### src/hw/rtl/nsf_pkg.sv
`timescale 1ns / 1ps
// ----------------------------------------------------------------------------
// nsf_pkg - NMEA sentence framer shared definitions
// Parse phases, report types, the sentence-type name table and helpers.
// ----------------------------------------------------------------------------
package nsf_pkg;

  localparam int MAX_SENTENCE_DFLT = 81;
  localparam int MAX_ADDRESS_DFLT  = 10;

  localparam int TYPE_W   = 3;
  localparam int LEN_W    = 7;
  localparam int ALEN_W   = 4;
  localparam int NUM_TYPES = 6;
  localparam int NAME_LEN  = 5;
  localparam int POS_W     = 3;

  typedef logic [7:0] char_t;

  localparam char_t CH_DOLLAR = 8'h24;
  localparam char_t CH_COMMA  = 8'h2C;
  localparam char_t CH_STAR   = 8'h2A;
  localparam char_t CH_LF     = 8'h0A;
  localparam char_t CH_CR     = 8'h0D;

  localparam logic [TYPE_W-1:0] TYPE_OTHER = 3'd0;

  // Known address names, in report code order (code = index + 1).
  localparam char_t TYPE_NAMES [NUM_TYPES][NAME_LEN] = '{
    '{8'h47, 8'h50, 8'h47, 8'h47, 8'h41},  // GPGGA
    '{8'h47, 8'h50, 8'h47, 8'h53, 8'h41},  // GPGSA
    '{8'h47, 8'h50, 8'h47, 8'h53, 8'h56},  // GPGSV
    '{8'h47, 8'h50, 8'h52, 8'h4D, 8'h42},  // GPRMB
    '{8'h47, 8'h50, 8'h52, 8'h4D, 8'h43},  // GPRMC
    '{8'h47, 8'h50, 8'h5A, 8'h44, 8'h41}   // GPZDA
  };

  typedef enum logic [2:0] {
    PH_HUNT,
    PH_ADDR,
    PH_DATA,
    PH_CK1,
    PH_CK2,
    PH_WAIT
  } phase_t;

  // Letter-match control from the parser to the type matcher.
  typedef struct packed {
    logic             clear;
    logic             write;
    logic [POS_W-1:0] pos;
    char_t            ch;
    logic             five;
  } match_ctl_t;

  typedef struct packed {
    logic [LEN_W-1:0]  length;
    logic              checked;
    logic [7:0]        xsum;
    logic [ALEN_W-1:0] addr_len;
  } frame_t;

  typedef struct packed {
    logic [TYPE_W-1:0] sent_type;
    frame_t            frame;
  } report_t;

  function automatic logic is_hex(input char_t c);
    return (c >= 8'h30 && c <= 8'h39) || (c >= 8'h41 && c <= 8'h46);
  endfunction

  function automatic logic [3:0] hex_nibble(input char_t c);
    logic [3:0] v;
    if (c <= 8'h39) v = c[3:0];
    else            v = c[3:0] + 4'd9;
    return v;
  endfunction

endpackage

### src/hw/rtl/nsf_rx_if.sv
`timescale 1ns / 1ps
// ----------------------------------------------------------------------------
// nsf_rx_if - received byte channel
// Valid/ready channel carrying one serial character per request.
// ----------------------------------------------------------------------------
interface nsf_rx_if;
  logic       valid;
  logic       ready;
  logic [7:0] rx_byte;

  modport source (output valid, output rx_byte, input ready);
  modport sink   (input valid, input rx_byte, output ready);
endinterface

### src/hw/rtl/nsf_rpt_if.sv
`timescale 1ns / 1ps
// ----------------------------------------------------------------------------
// nsf_rpt_if - sentence report channel
// Valid/ready channel carrying one report per completed sentence.
// ----------------------------------------------------------------------------
interface nsf_rpt_if;
  import nsf_pkg::*;

  logic              valid;
  logic              ready;
  logic [TYPE_W-1:0] sentence_type;
  logic [LEN_W-1:0]  sentence_length;
  logic              checksum_checked;
  logic [7:0]        computed_checksum;
  logic [ALEN_W-1:0] address_length;

  modport source (output valid, output sentence_type, output sentence_length,
                  output checksum_checked, output computed_checksum,
                  output address_length, input ready);
  modport sink   (input valid, input sentence_type, input sentence_length,
                  input checksum_checked, input computed_checksum,
                  input address_length, output ready);
endinterface

### src/hw/rtl/nsf_type_match.sv
`timescale 1ns / 1ps
// ----------------------------------------------------------------------------
// nsf_type_match - address name matcher
// Keeps one match flag per known name, narrowed letter by letter.
// ----------------------------------------------------------------------------
module nsf_type_match (
  input  logic                      clk,
  input  logic                      rst,
  input  nsf_pkg::match_ctl_t       ctl,
  output logic [nsf_pkg::TYPE_W-1:0] sent_type
);
  import nsf_pkg::*;

  logic [NUM_TYPES-1:0] hit;
  logic [NUM_TYPES-1:0] hit_next;

  always_comb begin
    hit_next = hit;
    if (ctl.clear) begin
      hit_next = '1;
    end else if (ctl.write) begin
      for (int t = 0; t < NUM_TYPES; t++) begin
        hit_next[t] = hit[t] && (ctl.ch == TYPE_NAMES[t][ctl.pos]);
      end
    end
  end

  always_ff @(posedge clk) begin
    if (rst) begin
      hit <= '1;
    end else begin
      hit <= hit_next;
    end
  end

  // first surviving name wins; only a five-letter address can match
  always_comb begin
    sent_type = TYPE_OTHER;
    if (ctl.five) begin
      for (int t = NUM_TYPES - 1; t >= 0; t--) begin
        if (hit[t]) sent_type = TYPE_W'(t + 1);
      end
    end
  end

endmodule

### src/hw/rtl/nsf_parse.sv
`timescale 1ns / 1ps
// ----------------------------------------------------------------------------
// nsf_parse - sentence framing state machine
// Phase, byte count, letter count and running checksum, one byte a cycle while fire is set.
// ----------------------------------------------------------------------------
module nsf_parse #(
  parameter int MAX_SENTENCE = nsf_pkg::MAX_SENTENCE_DFLT,
  parameter int MAX_ADDRESS  = nsf_pkg::MAX_ADDRESS_DFLT
) (
  input  logic                clk,
  input  logic                rst,
  input  logic                fire,
  input  nsf_pkg::char_t      ch,
  output nsf_pkg::match_ctl_t mctl,
  output logic                done,
  output nsf_pkg::frame_t     frame
);
  import nsf_pkg::*;

  localparam int CW = $clog2(MAX_SENTENCE);
  localparam int LW = $clog2(MAX_ADDRESS);

  phase_t          phase, phase_next;
  logic [CW-1:0]   count, count_next;
  logic [LW-1:0]   letters, letters_next;
  logic [7:0]      xsum, xsum_next;
  logic [3:0]      high, high_next;
  logic            seen, seen_next;

  logic            is_upper;
  logic            full;

  assign is_upper = (ch >= 8'h41) && (ch <= 8'h5A);
  assign full     = (count >= CW'(MAX_SENTENCE - 1));

  always_ff @(posedge clk) begin
    if (rst) begin
      phase   <= PH_HUNT;
      count   <= '0;
      letters <= '0;
      xsum    <= '0;
      high    <= '0;
      seen    <= 1'b0;
    end else begin
      phase   <= phase_next;
      count   <= count_next;
      letters <= letters_next;
      xsum    <= xsum_next;
      high    <= high_next;
      seen    <= seen_next;
    end
  end

  always_comb begin
    phase_next   = phase;
    count_next   = count;
    letters_next = letters;
    xsum_next    = xsum;
    high_next    = high;
    seen_next    = seen;
    done         = 1'b0;
    mctl.clear   = 1'b0;
    mctl.write   = 1'b0;
    mctl.pos     = POS_W'(letters);
    mctl.ch      = ch;
    mctl.five    = (letters == LW'(NAME_LEN));

    if (fire) begin
      if (phase == PH_HUNT) begin
        if (ch == CH_DOLLAR) begin
          count_next   = '0;
          letters_next = '0;
          xsum_next    = '0;
          high_next    = '0;
          seen_next    = 1'b0;
          mctl.clear   = 1'b1;
          phase_next   = PH_ADDR;
        end
      end else if (full) begin
        phase_next = PH_HUNT;
      end else begin
        unique case (phase)
          PH_ADDR: begin
            count_next = count + 1'b1;
            xsum_next  = xsum ^ ch;
            if (ch == CH_COMMA) begin
              phase_next = PH_DATA;
            end else if (letters >= LW'(MAX_ADDRESS - 1) || !is_upper) begin
              phase_next = PH_HUNT;
            end else begin
              mctl.write   = (letters < LW'(NAME_LEN));
              letters_next = letters + 1'b1;
            end
          end
          PH_DATA: begin
            if (ch == CH_CR) begin
              done       = 1'b1;
              phase_next = PH_HUNT;
            end else begin
              count_next = count + 1'b1;
              if (ch == CH_STAR)    phase_next = PH_CK1;
              else if (ch == CH_LF) phase_next = PH_WAIT;
              else                  xsum_next  = xsum ^ ch;
            end
          end
          PH_CK1: begin
            if (is_hex(ch)) begin
              count_next = count + 1'b1;
              high_next  = hex_nibble(ch);
              phase_next = PH_CK2;
            end else begin
              phase_next = PH_HUNT;
            end
          end
          PH_CK2: begin
            if (is_hex(ch)) begin
              count_next = count + 1'b1;
              if ({high, hex_nibble(ch)} == xsum) begin
                seen_next  = 1'b1;
                phase_next = PH_WAIT;
              end else begin
                phase_next = PH_HUNT;
              end
            end else begin
              phase_next = PH_HUNT;
            end
          end
          PH_WAIT: begin
            if (ch == CH_CR) begin
              done       = 1'b1;
              phase_next = PH_HUNT;
            end else if (ch != CH_LF) begin
              phase_next = PH_HUNT;
            end
          end
          default: begin
            phase_next = PH_HUNT;
          end
        endcase
      end
    end
  end

  // final CR is counted in the report; sum taken at report width
  assign frame.length   = LEN_W'(count) + LEN_W'(1);
  assign frame.checked  = seen;
  assign frame.xsum     = xsum;
  assign frame.addr_len = ALEN_W'(letters);

  a_count_bound: assert property (@(posedge clk) disable iff (rst)
    count <= CW'(MAX_SENTENCE - 1))
    else $error("byte count beyond sentence limit");

  a_done_phase: assert property (@(posedge clk) disable iff (rst)
    done |-> (phase == PH_DATA || phase == PH_WAIT))
    else $error("sentence completed outside data or CR wait");

  a_start: assert property (@(posedge clk) disable iff (rst)
    fire && phase == PH_HUNT && ch == CH_DOLLAR |=>
      phase == PH_ADDR && count == '0 && letters == '0 && xsum == '0)
    else $error("start character did not open a clean sentence");

endmodule

### src/hw/rtl/nmea_sentence_framer_core.sv
`timescale 1ns / 1ps
// ----------------------------------------------------------------------------
// nmea_sentence_framer_core - NMEA 0183 sentence framer
// Frames '$'-led sentences from a byte stream and reports each one.
// ----------------------------------------------------------------------------
// Usage:
//  - rx carries one received character per request (rx_byte). The core takes
//    one byte every cycle while the report register is empty or being read.
//  - rpt carries one report per sentence ended by CR: type code (0 other,
//    1..6 for GPGGA, GPGSA, GPGSV, GPRMB, GPRMC, GPZDA), length after '$'
//    including the CR, checksum match flag, XOR of the checksummed bytes and
//    the address letter count.
//  - Latency: the report is valid the cycle after the CR is taken.
//  - Throughput: one byte per cycle while rx.ready is high; the framing state is updated by a single
//    level of compares and an XOR from the registered state.
//  - A malformed sentence, or one that reaches the byte limit, gives no report;
//    the core silently goes back to looking for '$'.
//  - When the receiver stalls, the report is held and rx.ready drops only
//    while a held report is not being taken; no byte or report is lost.
//  - Reset (rst, synchronous) empties the report register and returns the
//    framer to looking for '$'.
// ----------------------------------------------------------------------------
module nmea_sentence_framer_core #(
  parameter int MAX_SENTENCE = nsf_pkg::MAX_SENTENCE_DFLT,
  parameter int MAX_ADDRESS  = nsf_pkg::MAX_ADDRESS_DFLT
) (
  input logic       clk,
  input logic       rst,
  nsf_rx_if.sink    rx,
  nsf_rpt_if.source rpt
);
  import nsf_pkg::*;

  logic              fire;
  logic              done;
  match_ctl_t        mctl;
  frame_t            frame;
  logic [TYPE_W-1:0] sent_type;

  logic              rpt_valid;
  report_t           rpt_data;

  // byte accepted whenever the report slot is free or freeing this cycle
  assign rx.ready = !rpt_valid || rpt.ready;
  assign fire     = rx.valid && rx.ready;

  nsf_parse #(
    .MAX_SENTENCE (MAX_SENTENCE),
    .MAX_ADDRESS  (MAX_ADDRESS)
  ) u_parse (
    .clk   (clk),
    .rst   (rst),
    .fire  (fire),
    .ch    (rx.rx_byte),
    .mctl  (mctl),
    .done  (done),
    .frame (frame)
  );

  nsf_type_match u_match (
    .clk       (clk),
    .rst       (rst),
    .ctl       (mctl),
    .sent_type (sent_type)
  );

  // report register
  always_ff @(posedge clk) begin
    if (rst) begin
      rpt_valid <= 1'b0;
    end else if (done) begin
      rpt_valid <= 1'b1;
    end else if (rpt.ready) begin
      rpt_valid <= 1'b0;
    end
  end

  always_ff @(posedge clk) begin
    if (done) begin
      rpt_data.sent_type <= sent_type;
      rpt_data.frame     <= frame;
    end
  end

  assign rpt.valid             = rpt_valid;
  assign rpt.sentence_type     = rpt_data.sent_type;
  assign rpt.sentence_length   = rpt_data.frame.length;
  assign rpt.checksum_checked  = rpt_data.frame.checked;
  assign rpt.computed_checksum = rpt_data.frame.xsum;
  assign rpt.address_length    = rpt_data.frame.addr_len;

  a_no_overwrite: assert property (@(posedge clk) disable iff (rst)
    done && rpt_valid |-> rpt.ready)
    else $error("report overwritten before it was taken");

  a_min_length: assert property (@(posedge clk) disable iff (rst)
    rpt.valid |-> rpt.sentence_length >= LEN_W'(2))
    else $error("report shorter than address comma and CR");

  a_named_five: assert property (@(posedge clk) disable iff (rst)
    rpt.valid && rpt.sentence_type != TYPE_OTHER |-> rpt.address_length == ALEN_W'(NAME_LEN))
    else $error("named sentence type without a five-letter address");

endmodule
### src/flat_wrapper.sv
// flat-port wrapper written by rule: the top's interface ports become plain ports
module nmea_sentence_framer_core_flat import nsf_pkg::*;
#(
  parameter int MAX_SENTENCE = nsf_pkg::MAX_SENTENCE_DFLT,
  parameter int MAX_ADDRESS  = nsf_pkg::MAX_ADDRESS_DFLT
)
  (clk, rst, rx_valid, rx_rx_byte, rx_ready, rpt_valid, rpt_sentence_type, rpt_sentence_length, rpt_checksum_checked, rpt_computed_checksum, rpt_address_length, rpt_ready);
  nsf_rx_if rx_i ();
  nsf_rpt_if rpt_i ();
  input logic clk;
  input logic rst;
  input wire logic [$bits(rx_i.valid)-1:0] rx_valid;
  input wire logic [$bits(rx_i.rx_byte)-1:0] rx_rx_byte;
  output wire logic [$bits(rx_i.ready)-1:0] rx_ready;
  output wire logic [$bits(rpt_i.valid)-1:0] rpt_valid;
  output wire logic [$bits(rpt_i.sentence_type)-1:0] rpt_sentence_type;
  output wire logic [$bits(rpt_i.sentence_length)-1:0] rpt_sentence_length;
  output wire logic [$bits(rpt_i.checksum_checked)-1:0] rpt_checksum_checked;
  output wire logic [$bits(rpt_i.computed_checksum)-1:0] rpt_computed_checksum;
  output wire logic [$bits(rpt_i.address_length)-1:0] rpt_address_length;
  input wire logic [$bits(rpt_i.ready)-1:0] rpt_ready;
  assign rx_i.valid = rx_valid;
  assign rx_i.rx_byte = rx_rx_byte;
  assign rx_ready = rx_i.ready;
  assign rpt_valid = rpt_i.valid;
  assign rpt_sentence_type = rpt_i.sentence_type;
  assign rpt_sentence_length = rpt_i.sentence_length;
  assign rpt_checksum_checked = rpt_i.checksum_checked;
  assign rpt_computed_checksum = rpt_i.computed_checksum;
  assign rpt_address_length = rpt_i.address_length;
  assign rpt_i.ready = rpt_ready;
  nmea_sentence_framer_core #(.MAX_SENTENCE(MAX_SENTENCE), .MAX_ADDRESS(MAX_ADDRESS)) u_core (.clk(clk), .rst(rst), .rx(rx_i), .rpt(rpt_i));
endmodule
### config.mk
export PLATFORM = sky130hd
export DESIGN_NAME = nmea_sentence_framer_core_flat
export DESIGN_NICKNAME = d
export VERILOG_FILES = /design/src/hw/rtl/nsf_pkg.sv /design/src/hw/rtl/nsf_rx_if.sv /design/src/hw/rtl/nsf_rpt_if.sv /design/src/hw/rtl/nsf_type_match.sv /design/src/hw/rtl/nsf_parse.sv /design/src/hw/rtl/nmea_sentence_framer_core.sv /design/src/flat_wrapper.sv
export SDC_FILE = /design/constraint.sdc
export NUM_CORES = 1
export LEC_CHECK = 0
export BUFFER_PORTS_ARGS = -buffer_cell sky130_fd_sc_hd__buf_4
export CORE_UTILIZATION = 59
export CTS_CLUSTER_DIAMETER = 50
export DETAILED_ROUTE_END_ITERATION = 7
export GPL_ROUTABILITY_DRIVEN = 0
export PLACE_DENSITY = 0.83
export SETUP_SLACK_MARGIN = 0.4
export SLEW_MARGIN = 5
export SYNTH_ARGS = -nofsm -noshare
export SYNTH_HDL_FRONTEND = slang
export SYNTH_SLANG_ARGS = --single-unit
### constraint.sdc
create_clock -name clk -period 2.76 [get_ports clk]
set_clock_uncertainty 0.15 [all_clocks]
set_input_delay 0.138 -clock clk [delete_from_list [all_inputs] [get_ports clk]]
set_output_delay 0.138 -clock clk [all_outputs]
set_load 0.01 [all_outputs]
==> Word level (Yosys, flattened, before mapping) <==
Memory sizes are Yosys's and may differ from the RTL's.
Index checks and enable logic that the tools add are counted.
{ "word_totals": {"ff_bits": 57, "rom_bits": 384, "elab_cells": 182, "mem_count": 6} }
{ "mem_list": {"columns": ["name", "words", "word_bits", "rd", "rd_clocked_by_memory_dff", "wr", "line_no", "source"], "rows": [
  ["(name not given)", 8, 8, 1, 0, 0, "nsf_type_match.sv:23", "hit_next[t] = hit[t] && (ctl.ch == TYPE_NAMES[t][ctl.pos]);"],
  ["(name not given)", 8, 8, 1, 0, 0, "nsf_type_match.sv:23", null],
  ["(name not given)", 8, 8, 1, 0, 0, "nsf_type_match.sv:23", null],
  ["(name not given)", 8, 8, 1, 0, 0, "nsf_type_match.sv:23", null],
  ["(name not given)", 8, 8, 1, 0, 0, "nsf_type_match.sv:23", null],
  ["(name not given)", 8, 8, 1, 0, 0, "nsf_type_match.sv:23", null]
]} }
{ "op_classes": {"addsub": 3, "order_cmp": 9, "eq_ne": 30, "n_mux": 81, "bitwise_logic": 3, "reduce_logical": 35} }
{ "op_table": {"columns": ["cell", "n"], "rows": [
  ["8-bit 2-to-1 mux", 18],
  ["4-bit 2-to-1 mux", 15],
  ["8-bit == test", 7],
  ["3-bit 2-to-1 mux", 16],
  ["7-bit 2-to-1 mux", 5],
  ["8-bit by 6-bit == test with 1-bit output, second input constant", 3],
  ["1-bit 2-to-1 mux", 21],
  ["7-bit case mux with 3 select lines", 1],
  ["6-bit AND reduction", 3],
  ["8-bit by 4-bit == test with 1-bit output, second input constant", 2],
  ["8-bit by 7-bit <= comparator with 1-bit output, second input constant", 2],
  ["8-bit case mux with 2 select lines", 1],
  ["3-bit case mux with 5 select lines", 1],
  ["2-bit nonzero test", 6],
  ["1-bit logical AND", 10],
  ["5-bit inequality test, second input constant", 2],
  ["5-bit AND reduction", 2],
  ["3-bit inequality test, second input constant", 3],
  ["4-bit greater-or-equal comparator, second input constant", 2],
  ["8-bit by 6-bit greater-or-equal comparator with 1-bit output, second input constant", 1],
  ["8-bit by 7-bit greater-or-equal comparator with 1-bit output, second input constant", 1],
  ["8-bit by 6-bit <= comparator with 1-bit output, second input constant", 1],
  ["8-bit by 4-bit inequality test with 1-bit output, second input constant", 1],
  ["2-bit OR reduction", 4],
  ["24 further kinds", 33]
]} }

==> Logic depth before layout (Yosys ltp) <==
Gate-level depths: netlist of the first run.
{ "depth": {"word_depth": 14, "ltp_mapped": 10, "ltp_nobuf": 8} }

==> Modules after synthesis <==
A second synthesis of the first run with hierarchy kept.
{ "hier_totals": {"cells_unflattened": 397, "hier_area_um2": 3666.0} }
{ "by_module_without_submodules": {"columns": ["mod", "n_inst", "cells_each", "area_each_um2", "seq_area_each_um2"], "rows": [
  ["nsf_parse", 1, 271, 2183.3, 540.5],
  ["nmea_sentence_framer_core", 1, 28, 745.7, 710.7],
  ["nsf_type_match", 1, 98, 737.0, 120.1]
]} }

==> Least setup slack after synthesis of the first run <==
No wires, ideal clock.
{ "synth_timing": {"path_type": "input-to-reg", "from": "input rx_rx_byte[1]", "to": "register u_core.u_parse.letters[1]", "setup_time_ns": 0.065, "t_arrival_ns": 2.091, "required_ns": 2.545, "setup_slack_ns": 0.454, "cell_stages": 9, "cell_sequence": "buf_2 -> inv_1 -> ha_1 -> or4b_1 -> o21ai_1 -> and3b_1 -> o211ai_4 -> mux2_2 -> nor2_1"} }
{ "synth_between": {"elab_chain_len": 6, "word_cells_on_any_way": 11, "cone_classes": "2 x order compare; 5 x eq/ne; 4 x reduce/logical"} }
{ "synth_rtl": {"columns": ["item", "line_no", "source"], "rows": [
  ["start: declaration", "flat_wrapper.sv:13", "input wire logic [$bits(rx_i.rx_byte)-1:0] rx_rx_byte;"],
  ["8-bit by 7-bit greater-or-equal comparator with 1-bit output / 8-bit by 7-bit <= comparator with 1-bit output (equally long branches)", "nsf_parse.sv:33", "assign is_upper = (ch >= 8'h41) && (ch <= 8'h5A);"],
  ["1-bit logical AND", "nsf_parse.sv:33", null],
  ["1-bit logical NOT", "nsf_parse.sv:88", "end else if (letters >= LW'(MAX_ADDRESS - 1) || !is_upper) begin"],
  ["1-bit logical OR", "nsf_parse.sv:88", null],
  ["2-bit inequality test (no line)", null, null],
  ["6-bit AND reduction (no line) (*)", null, null],
  ["end signal: assignment", "nsf_parse.sv:47", "letters <= letters_next;"],
  ["end: declaration", "nsf_parse.sv:25", "logic [LW-1:0] letters, letters_next;"]
]} }
Mark *: on every way between the ends. The rest lies on a longest branch, timed or not.
A chain may end at the register's enable or synchronous reset.

==> Worst setup path after layout of the first run <==
{ "layout_timing": {"from": "register u_core.u_parse.letters[0]", "to": "register u_core.u_match.hit[5]"} }
{ "layout_between": {"elab_chain_len": 8, "word_cells_on_any_way": 15, "cone_classes": "2 x order compare; 1 x eq/ne; 8 x mux; 1 x bitwise; 2 x reduce/logical; 1 x memory"} }
{ "layout_rtl": {"columns": ["item", "line_no", "source"], "rows": [
  ["4-bit greater-or-equal comparator", "nsf_parse.sv:88", null],
  ["1-bit logical OR", "nsf_parse.sv:88", null],
  ["1-bit 2-to-1 mux", "nsf_parse.sv:88", null],
  ["1-bit 2-to-1 mux", "nsf_parse.sv:86", "if (ch == CH_COMMA) begin"],
  ["1-bit 2-to-1 mux", "nsf_parse.sv:82", "unique case (phase)"],
  ["1-bit 2-to-1 mux", "nsf_parse.sv:79", "end else if (full) begin"],
  ["1-bit 2-to-1 mux", "nsf_parse.sv:69", "if (phase == PH_HUNT) begin"],
  ["2-bit 2-to-1 mux", "nsf_parse.sv:68", "if (fire) begin"],
  ["end signal: assignment", "nsf_type_match.sv:32", "hit <= hit_next;"],
  ["end: declaration", "nsf_type_match.sv:14", "logic [NUM_TYPES-1:0] hit;"]
]} }
Several ways; a longest one is shown, not always the timed one. The select of a mux whose other input is x is not followed.

==> insert_results.sql, run 1 <==
INSERT INTO impl_metrics (metric_group, metric, value, unit) VALUES
('run_status', 'status', 'completed', ''),
('logic_synthesis', 'cell_area_synth', '3420', 'µm²'),
('power_and_ir_drop', 'net-switching-power', '409', 'µW'),
('global_route', 'antenna_found_initial', '0', ''),
('critical_path', 'cp-endpoint', 'u_core.u_match.hit[5]$_SDFFE_PP1P_', ''),
('logic_synthesis', 'synth_area_leader_cell', 'edfxtp_1', ''),
('timing', 'final.setup.worst_slack', '0.443', 'ns'),
('routing', 'ant_nets', '0', ''),
('timing', 'slew_headroom', '37.4', '%'),
('timing', 'max_freq', '0.432', 'GHz'),
('timing', 'worstMarginPinSlew', '0.931', 'ns'),
('clock_network', 'cts_htree_levels', '3', ''),
('job', 'max_cap_viol_count', '0', ''),
('logic_synthesis', 'ys_top_cells_by_area', 'edfxtp_1 20%, dfxtp_1 20%, nor2_1 4.2%', ''),
('routing', 'drt_iter0_markers', '257', ''),
('critical_path', 'timing.setup.critical_path_class', 'flip-flop to flip-flop', ''),
('logic_synthesis', 'ys_async_rst_share', '0', '%'),
('logic_synthesis', 'syn-num-nets', '396', ''),
('critical_path', 'worstSetupStartpoint', 'u_core.u_parse.letters[0]$_SDFFE_PP0P_', ''),
('critical_path', 'cp-start-kind', 'flip-flop', ''),
('critical_path', 'worst_ep_required_time', '2.84', 'ns'),
('power_and_ir_drop', 'pwr-share-seq', '48.4', '%'),
('clock_network', 'cts_inserted_buffers', '9', ''),
('power_and_ir_drop', 'totalPowerFinal', '1790', 'µW'),
('logic_synthesis', 'synth.yosys.warnings', '0', ''),
('critical_path', 'worst_r2r_path_depth', '10', ''),
('routing', 'wirelength', '7.69', 'mm'),
('timing', 'slew_violations', '0', ''),
('die', 'die_height', '78.1', 'µm'),
('place', 'place.detailed.hpwl', '5.27', 'mm'),
('power_and_ir_drop', 'switching_fraction_of_total_power', '22.8', '%'),
('critical_path', 'critical_path_arrival', '2.40', 'ns'),
('timing', 'grt_setup_unrepaired', 'yes', ''),
('logic_synthesis', 'postSynthRegisterBits', '57', ''),
('critical_path', 'worstPathMaxFanout', '11', ''),
('routing', 'via_count', '2927', ''),
('critical_path', 'crit_chain', 'inv_1, ha_1, inv_1, o31ai_2, nand4b_1, buf_4, a2111oi_4, buf_4, o41ai_2, a21o_1', ''),
('place', 'place_inst', '467', ''),
('critical_path', 'crit_path_top_delay_cell', 'dfxtp_4', ''),
('timing', 'finalHoldViolCount', '0', ''),
('clock_network', 'cts_sinks', '57', ''),
('critical_path', 'critical_path_s_largest_stage_delay', '0.38', 'ns'),
('logic_synthesis', 'synth.top_cell.area_share', '20.2', '%'),
('min_path', 'min-delay-path-class', 'primary input to flip-flop', ''),
('logic_synthesis', 'synthMostInstantiatedCell', 'nor2_1', ''),
('die', 'core_region_area', '5540', 'µm²'),
('global_route', 'vias_in_the_first_global_route', '2684', ''),
('logic_synthesis', 'postSynth.topFlopCell', 'dfxtp_1', ''),
('timing', 'min_period', '2.32', 'ns'),
('final_layout', 'layout-drive-gt1-share', '21.8', '%'),
('power_and_ir_drop', 'cell_internal_pwr', '1380', 'µW'),
('clock_network', 'cts-root-to-sink-buffers', '2', ''),
('power_and_ir_drop', 'power-per-cell-area', '444', 'nW/µm²'),
('power_and_ir_drop', 'ir_drop', '0.361', 'mV'),
('critical_path', 'crit_path_end_kind', 'flip-flop', ''),
('die', 'die_w', '78.1', 'µm'),
('global_route', 'grt_use_total', '27.0', '%'),
('final_layout', 'n_antenna_cell', '0', ''),
('power_and_ir_drop', 'pwr-share-clk', '44.5', '%'),
('logic_synthesis', 'synth-edff-count', '23', ''),
('power_and_ir_drop', 'leakagePower', '0.00147', 'µW'),
('clock_network', 'worstSkewPairLatency', '0.34', 'ns'),
('die', 'pin_count', '37', ''),
('final_layout', 'area_growth', '18.0', '%'),
('timing', 'finalSetupViolations', '0', ''),
('final_layout', 'final_cell_count_without_fillers', '490', ''),
('clock_network', 'cts.clk_slew.worst_paths', '0.07', 'ns'),
('global_route', 'global_route.overflow_total', '0', ''),
('routing', 'detail_route.first_pass.iterations', '5', ''),
('clock_network', 'tritoncts', 'yes', ''),
('logic_synthesis', 'syn-instance-count', '373', '');
## final cells by class
cell class,instances,area [µm²]
sequential,57,1380
timing repair buffer,51,385
fill,421,1500
clock inverter,5,52.6
inverter,14,52.6
multi-input combinational,280,1930
clock buffer,11,153
tap,72,90.1
## timing repair
item / CTS / global route
pin swaps: 2 / 4
setup endpoints to repair: 7 / 17
buffers inserted: 1 / 5
hold endpoints to repair: 8 / 0
hold buffers: 1 / 0
gates resized for setup: 1 / 15
## cell families after synthesis
kind of cell	share of synthesized area, %
AND/OR/NAND/NOR	23.1
AO/OA/AOI/OAI	19.6
flip-flops	40.1
buffers and inverters	4.75
XOR/XNOR	6.80
adder cells (fa/ha/maj)	4.02
multiplexers	1.61
## worst max-delay path, delay by kind of cell (launching register included)
kind / cells / cell delay (ns)
flops: 1 / 0.38
simple gates: 1 / 0.17
fa+ha+maj: 1 / 0.19
compound gates: 4 / 0.78
buf+inv: 4 / 0.54
## flip-flops by register name, indices dropped and copies added (netlist names)
name                          cells
u_core.rpt.address_length         4
u_core.rpt.checksum_checked       1
u_core.rpt.computed_checksum      8
u_core.rpt.sentence_length        7
u_core.rpt.sentence_type          3
u_core.rpt.valid                  1
u_core.u_match.hit                6
u_core.u_parse.count              7
u_core.u_parse.high               4
u_core.u_parse.letters            4
u_core.u_parse.phase              3
u_core.u_parse.seen               1
u_core.u_parse.xsum               8
## cells in the final DEF, fill, tap and decap left out, types with 2 or more instances in the layout
master | netlist | routed
or4b_1 | 2 | 2
o21a_1 | 4 | 4
o21ai_1 | 2 | 8
o21ba_2 | 3 | 3
o22ai_1 | 3 | 2
or3_1 | 2 | 2
nand3b_1 | 6 | 6
nor2b_1 | 4 | 4
and3_1 | 3 | 3
xor2_1 | 15 | 15
nor2_1 | 38 | 38
o2111ai_1 | 4 | 4
ha_1 | 11 | 10
nor3b_1 | 3 | 3
dfxtp_1 | 34 | 32
and2_1 | 3 | 3
inv_1 | 14 | 14
buf_4 | 1 | 50
o21ai_0 | 21 | 15
a311oi_1 | 2 | 2
a21o_1 | 6 | 6
or4_1 | 2 | 2
clkbuf_8 | 0 | 9
a21oi_1 | 20 | 20
nand2_1 | 26 | 26
a211oi_1 | 4 | 3
and3b_1 | 3 | 3
nand2b_1 | 7 | 7
mux2_2 | 4 | 4
edfxtp_1 | 23 | 23
o211ai_1 | 3 | 3
nand3_1 | 21 | 21
nor3_1 | 9 | 9
xnor2_1 | 9 | 9
nor4_1 | 3 | 3
or2_2 | 3 | 3
o31ai_1 | 3 | 2
clkinv_2 | 0 | 3
nand4_1 | 3 | 3
a21boi_0 | 2 | 2
## worst min-delay path by stage
stage                                      from                                     to  slack [ns]  cells after the start
3_3_place_gp   u_core.u_parse.seen$_SDFFE_PP0P_  u_core.rpt.checksum_checked$_DFFE_PP_        0.27                      0
3_5_place_dp   u_core.u_parse.seen$_SDFFE_PP0P_  u_core.rpt.checksum_checked$_DFFE_PP_        0.28                      0
4_1_cts                               rpt_ready          u_core.rpt.valid$_SDFFE_PP0P_        0.02                      3
2_1_floorplan                               rst   u_core.u_parse.phase[2]$_SDFFE_PP0P_        0.19                      3
6_report                              rpt_ready          u_core.rpt.valid$_SDFFE_PP0P_        0.02                      3
5_1_grt                               rpt_ready          u_core.rpt.valid$_SDFFE_PP0P_        0.07                      3
## layer usage
layer	vias to the layer above	routed length, µm	track usage [%]	part of all wire (%)
li1	1434	-	-	-
met1	1379	3470	36.0	45
met2	105	3660	43.8	48
met3	9	462	5.47	6.0
met4	0	96	9.07	1.2
met5	-	0	0	0
## metrics by stage
step | utilization (%) | cell area [µm²] | hold slack [ns]
floorplan | - | 3420 | 0.194
global placement | 67.3 | 3730 | 0.268
detailed placement | 67.3 | 3730 | 0.281
CTS | 71.5 | 3960 | 0.0220
global route | 72.9 | 4040 | 0.0652
finish | 72.9 | 4040 | 0.0215
## power by group through the flow
stage,clock network [µW],logic [µW],registers [µW]
finish,798,127,869
global route,849,139,868
floorplan,0,87.4,888
CTS,811,122,870
detailed placement,0,120,888
global placement,0,120,888
No activity file was read; power rests on OpenSTA's default activity.
==> inputs of run 2 (changes only) <==
--- a/config.mk
+++ b/config.mk
@@ -6,11 +6,11 @@
 export NUM_CORES = 1
 export LEC_CHECK = 0
 export BUFFER_PORTS_ARGS = -buffer_cell sky130_fd_sc_hd__buf_4
-export CORE_UTILIZATION = 59
+export CORE_UTILIZATION = 53
 export CTS_CLUSTER_DIAMETER = 50
 export DETAILED_ROUTE_END_ITERATION = 7
 export GPL_ROUTABILITY_DRIVEN = 0
-export PLACE_DENSITY = 0.83
+export PLACE_DENSITY = 0.79
 export SETUP_SLACK_MARGIN = 0.4
 export SLEW_MARGIN = 5
 export SYNTH_ARGS = -nofsm -noshare
==> constraint.sdc (replaced) <==
create_clock -name clk -period 2.1 [get_ports clk]
set_clock_uncertainty 0.15 [all_clocks]
set_input_delay 0.105 -clock clk [delete_from_list [all_inputs] [get_ports clk]]
set_output_delay 0.105 -clock clk [all_outputs]
set_load 0.01 [all_outputs]
==> insert_results.sql, run 2 (synthesized netlist as in run 1, its figures left out) <==
INSERT INTO impl_metrics (metric_group, metric, value, unit) VALUES
('run_status', 'status', 'finished, violations left', ''),
('run_status', 'violations', 'negative setup slack', ''),
('timing', 'worstMarginPinSlew', '0.459', 'ns'),
('clock_network', 'cts-root-to-sink-buffers', '2', ''),
('power_and_ir_drop', 'totalPowerFinal', '2560', 'µW'),
('timing', 'layout_worst_path_cycle_share', '108', '%'),
('final_layout', 'layout.nets', '506', ''),
('timing', 'slew_headroom', '69.1', '%'),
('job', 'max_cap_viol_count', '0', ''),
('critical_path', 'crit_chain', 'or3_4, nor4_4, o21ai_2, nor3_4, mux2_4, nor2_4', ''),
('critical_path', 'crit_path_top_delay_cell', 'or3_4', ''),
('place', 'port_buffers', '36', ''),
('power_and_ir_drop', 'power-per-cell-area', '494', 'nW/µm²'),
('global_route', 'antenna_found_initial', '0', ''),
('routing', 'post_drt_via_cell_ratio', '6.89', ''),
('final_layout', 'mostFrequentLayoutCell', 'buf_4', ''),
('timing', 'max_freq', '0.441', 'GHz'),
('die', 'core_region_area', '6060', 'µm²'),
('final_layout', 'n_antenna_cell', '0', ''),
('timing', 'finalHoldViolCount', '0', ''),
('min_path', 'min-delay-path-class', 'primary input to flip-flop', ''),
('place', 'place_ws', '-0.146', 'ns'),
('die', 'die_area', '6780', 'µm²'),
('routing', 'detail_route.first_pass.iterations', '5', ''),
('die', 'die_height', '82.3', 'µm'),
('global_route', 'grt_use_total', '36.5', '%'),
('timing', 'final.setup.worst_slack', '-0.169', 'ns'),
('clock_network', 'tritoncts', 'yes', ''),
('final_layout', 'area_growth', '51.2', '%'),
('clock_network', 'worstSkewPairLatency', '0.36', 'ns'),
('critical_path', 'worst_ep_required_time', '2.24', 'ns'),
('clock_network', 'cts_sinks', '57', ''),
('critical_path', 'critical_path_s_largest_stage_delay', '0.43', 'ns'),
('routing', 'wirelength', '14.1', 'mm'),
('routing', 'post_route_drc_violation_count', '0', ''),
('timing', 'grt_setup_unrepaired', 'yes', ''),
('critical_path', 'timing.setup.critical_path_class', 'flip-flop to flip-flop', ''),
('power_and_ir_drop', 'leakagePower', '0.00192', 'µW'),
('routing', 'wire_per_inst', '25.0', 'µm'),
('clock_network', 'cts_htree_levels', '3', ''),
('die', 'pin_count', '37', ''),
('global_route', 'grt_pass1_wl', '17.8', 'mm'),
('timing', 'fin_worst_hold_slack', '0.0598', 'ns'),
('critical_path', 'worstPathMaxFanout', '5', ''),
('critical_path', 'crit_path_end_kind', 'flip-flop', ''),
('critical_path', 'cp-start-kind', 'flip-flop', ''),
('die', 'start_util', '56.4', '%'),
('timing', 'slew_violations', '0', ''),
('clock_network', 'clock-root-buffer', 'clkbuf_8', ''),
('routing', 'ant_nets', '0', ''),
('routing', 'via_count', '3877', ''),
('place', 'place.detailed.hpwl', '6.89', 'mm'),
('final_layout', 'layout-drive-gt1-share', '45.3', '%'),
('die', 'die_w', '82.3', 'µm'),
('timing', 'min_period', '2.27', 'ns'),
('critical_path', 'critical_path_arrival', '2.41', 'ns'),
('power_and_ir_drop', 'ir_drop', '0.669', 'mV'),
('clock_network', 'cts_inserted_buffers', '9', ''),
('routing', 'drt_iter0_markers', '490', ''),
('global_route', 'global_route.overflow_total', '0', ''),
('global_route', 'vias_in_the_first_global_route', '3434', ''),
('clock_network', 'cts.clk_slew.worst_paths', '0.07', 'ns'),
('final_layout', 'layout_common_cells', '94 x buf_4, 33 x nor2_1, 28 x dfxtp_1', ''),
('global_route', 'grt_start_max_net_pins', '25', ''),
('timing', 'finalSetupViolations', '18', ''),
('die', 'std_cell_rows', '28', '');
run 2: per-stage QoR:
step,std cells,util [%],setup TNS [ns],area (µm²)
6_report,563,85.3,-1.22,5170
5_1_grt,563,85.3,-2.87,5170
4_1_cts,559,80.3,0,4870
3_5_place_dp,518,70.0,-1.32,4240
3_3_place_gp,518,70.0,-0.700,4240
2_1_floorplan,373,-,0,3570
run 2: cell type report:
cell class	count	area, µm²
fill	261	888
tap	75	93.8
clock inverter	4	67.6
multi-input combinational	280	2310
sequential	57	1380
inverter	14	73.8
timing repair buffer	121	1100
clock buffer	12	145
run 2: where the power goes:
| part | switching [µW] | total [µW] | leakage [µW] | internal, µW |
|---|---|---|---|---|
| logic | 145 | 255 | 0.00135 | 110 |
| registers | 0.964 | 1140 | 0.000461 | 1140 |
| clock network | 465 | 1160 | 0.000106 | 694 |
| total | 612 | 2560 | 0.00192 | 1940 |
run 2: path summary, 6_finish.rpt:
check | cells after the start | startpoint | endpoint | slack, ns
worst min register to register | 0 | u_core.u_parse.seen$_SDFFE_PP0P_ | u_core.rpt.checksum_checked$_DFFE_PP_ | 0.33
worst min-delay path | 4 | rx_rx_byte[7] | u_core.u_parse.xsum[7]$_SDFFE_PP0P_ | 0.06
worst max register to register | 6 | u_core.u_parse.phase[0]$_SDFFE_PP0P_ | u_core.u_parse.high[2]$_SDFFE_PP0P_ | -0.17
worst max-delay path | 6 | u_core.u_parse.phase[0]$_SDFFE_PP0P_ | u_core.u_parse.high[2]$_SDFFE_PP0P_ | -0.17
run 2: repair_timing:
item / 4_1_cts / 5_1_grt
pin swaps: 24 / 25
cloned: 4 / 0
setup buffers: 19 / 4
hold endpoints to repair: 13 / 0
endpoints found under the setup margin: 56 / 57
hold buffers: 2 / 0
gates resized for setup: 50 / 53
run 2: critical path: cells and delay by family (launching register included):
| kind | cells | cell delay (ns) |
|---|---|---|
| and+or+nand+nor | 4 | 1.15 |
| muxes | 1 | 0.37 |
| DFF | 1 | 0.33 |
| AOI/OAI and AO/OA | 1 | 0.19 |
run 2: per-layer routing:
metal	share of wire [%]	vias up	GRT usage [%]
met5	0	-	0
met4	8.2	0	20.4
met3	13	132	7.69
met2	44	407	58.1
met1	35	1766	45.9
li1	-	1572	-
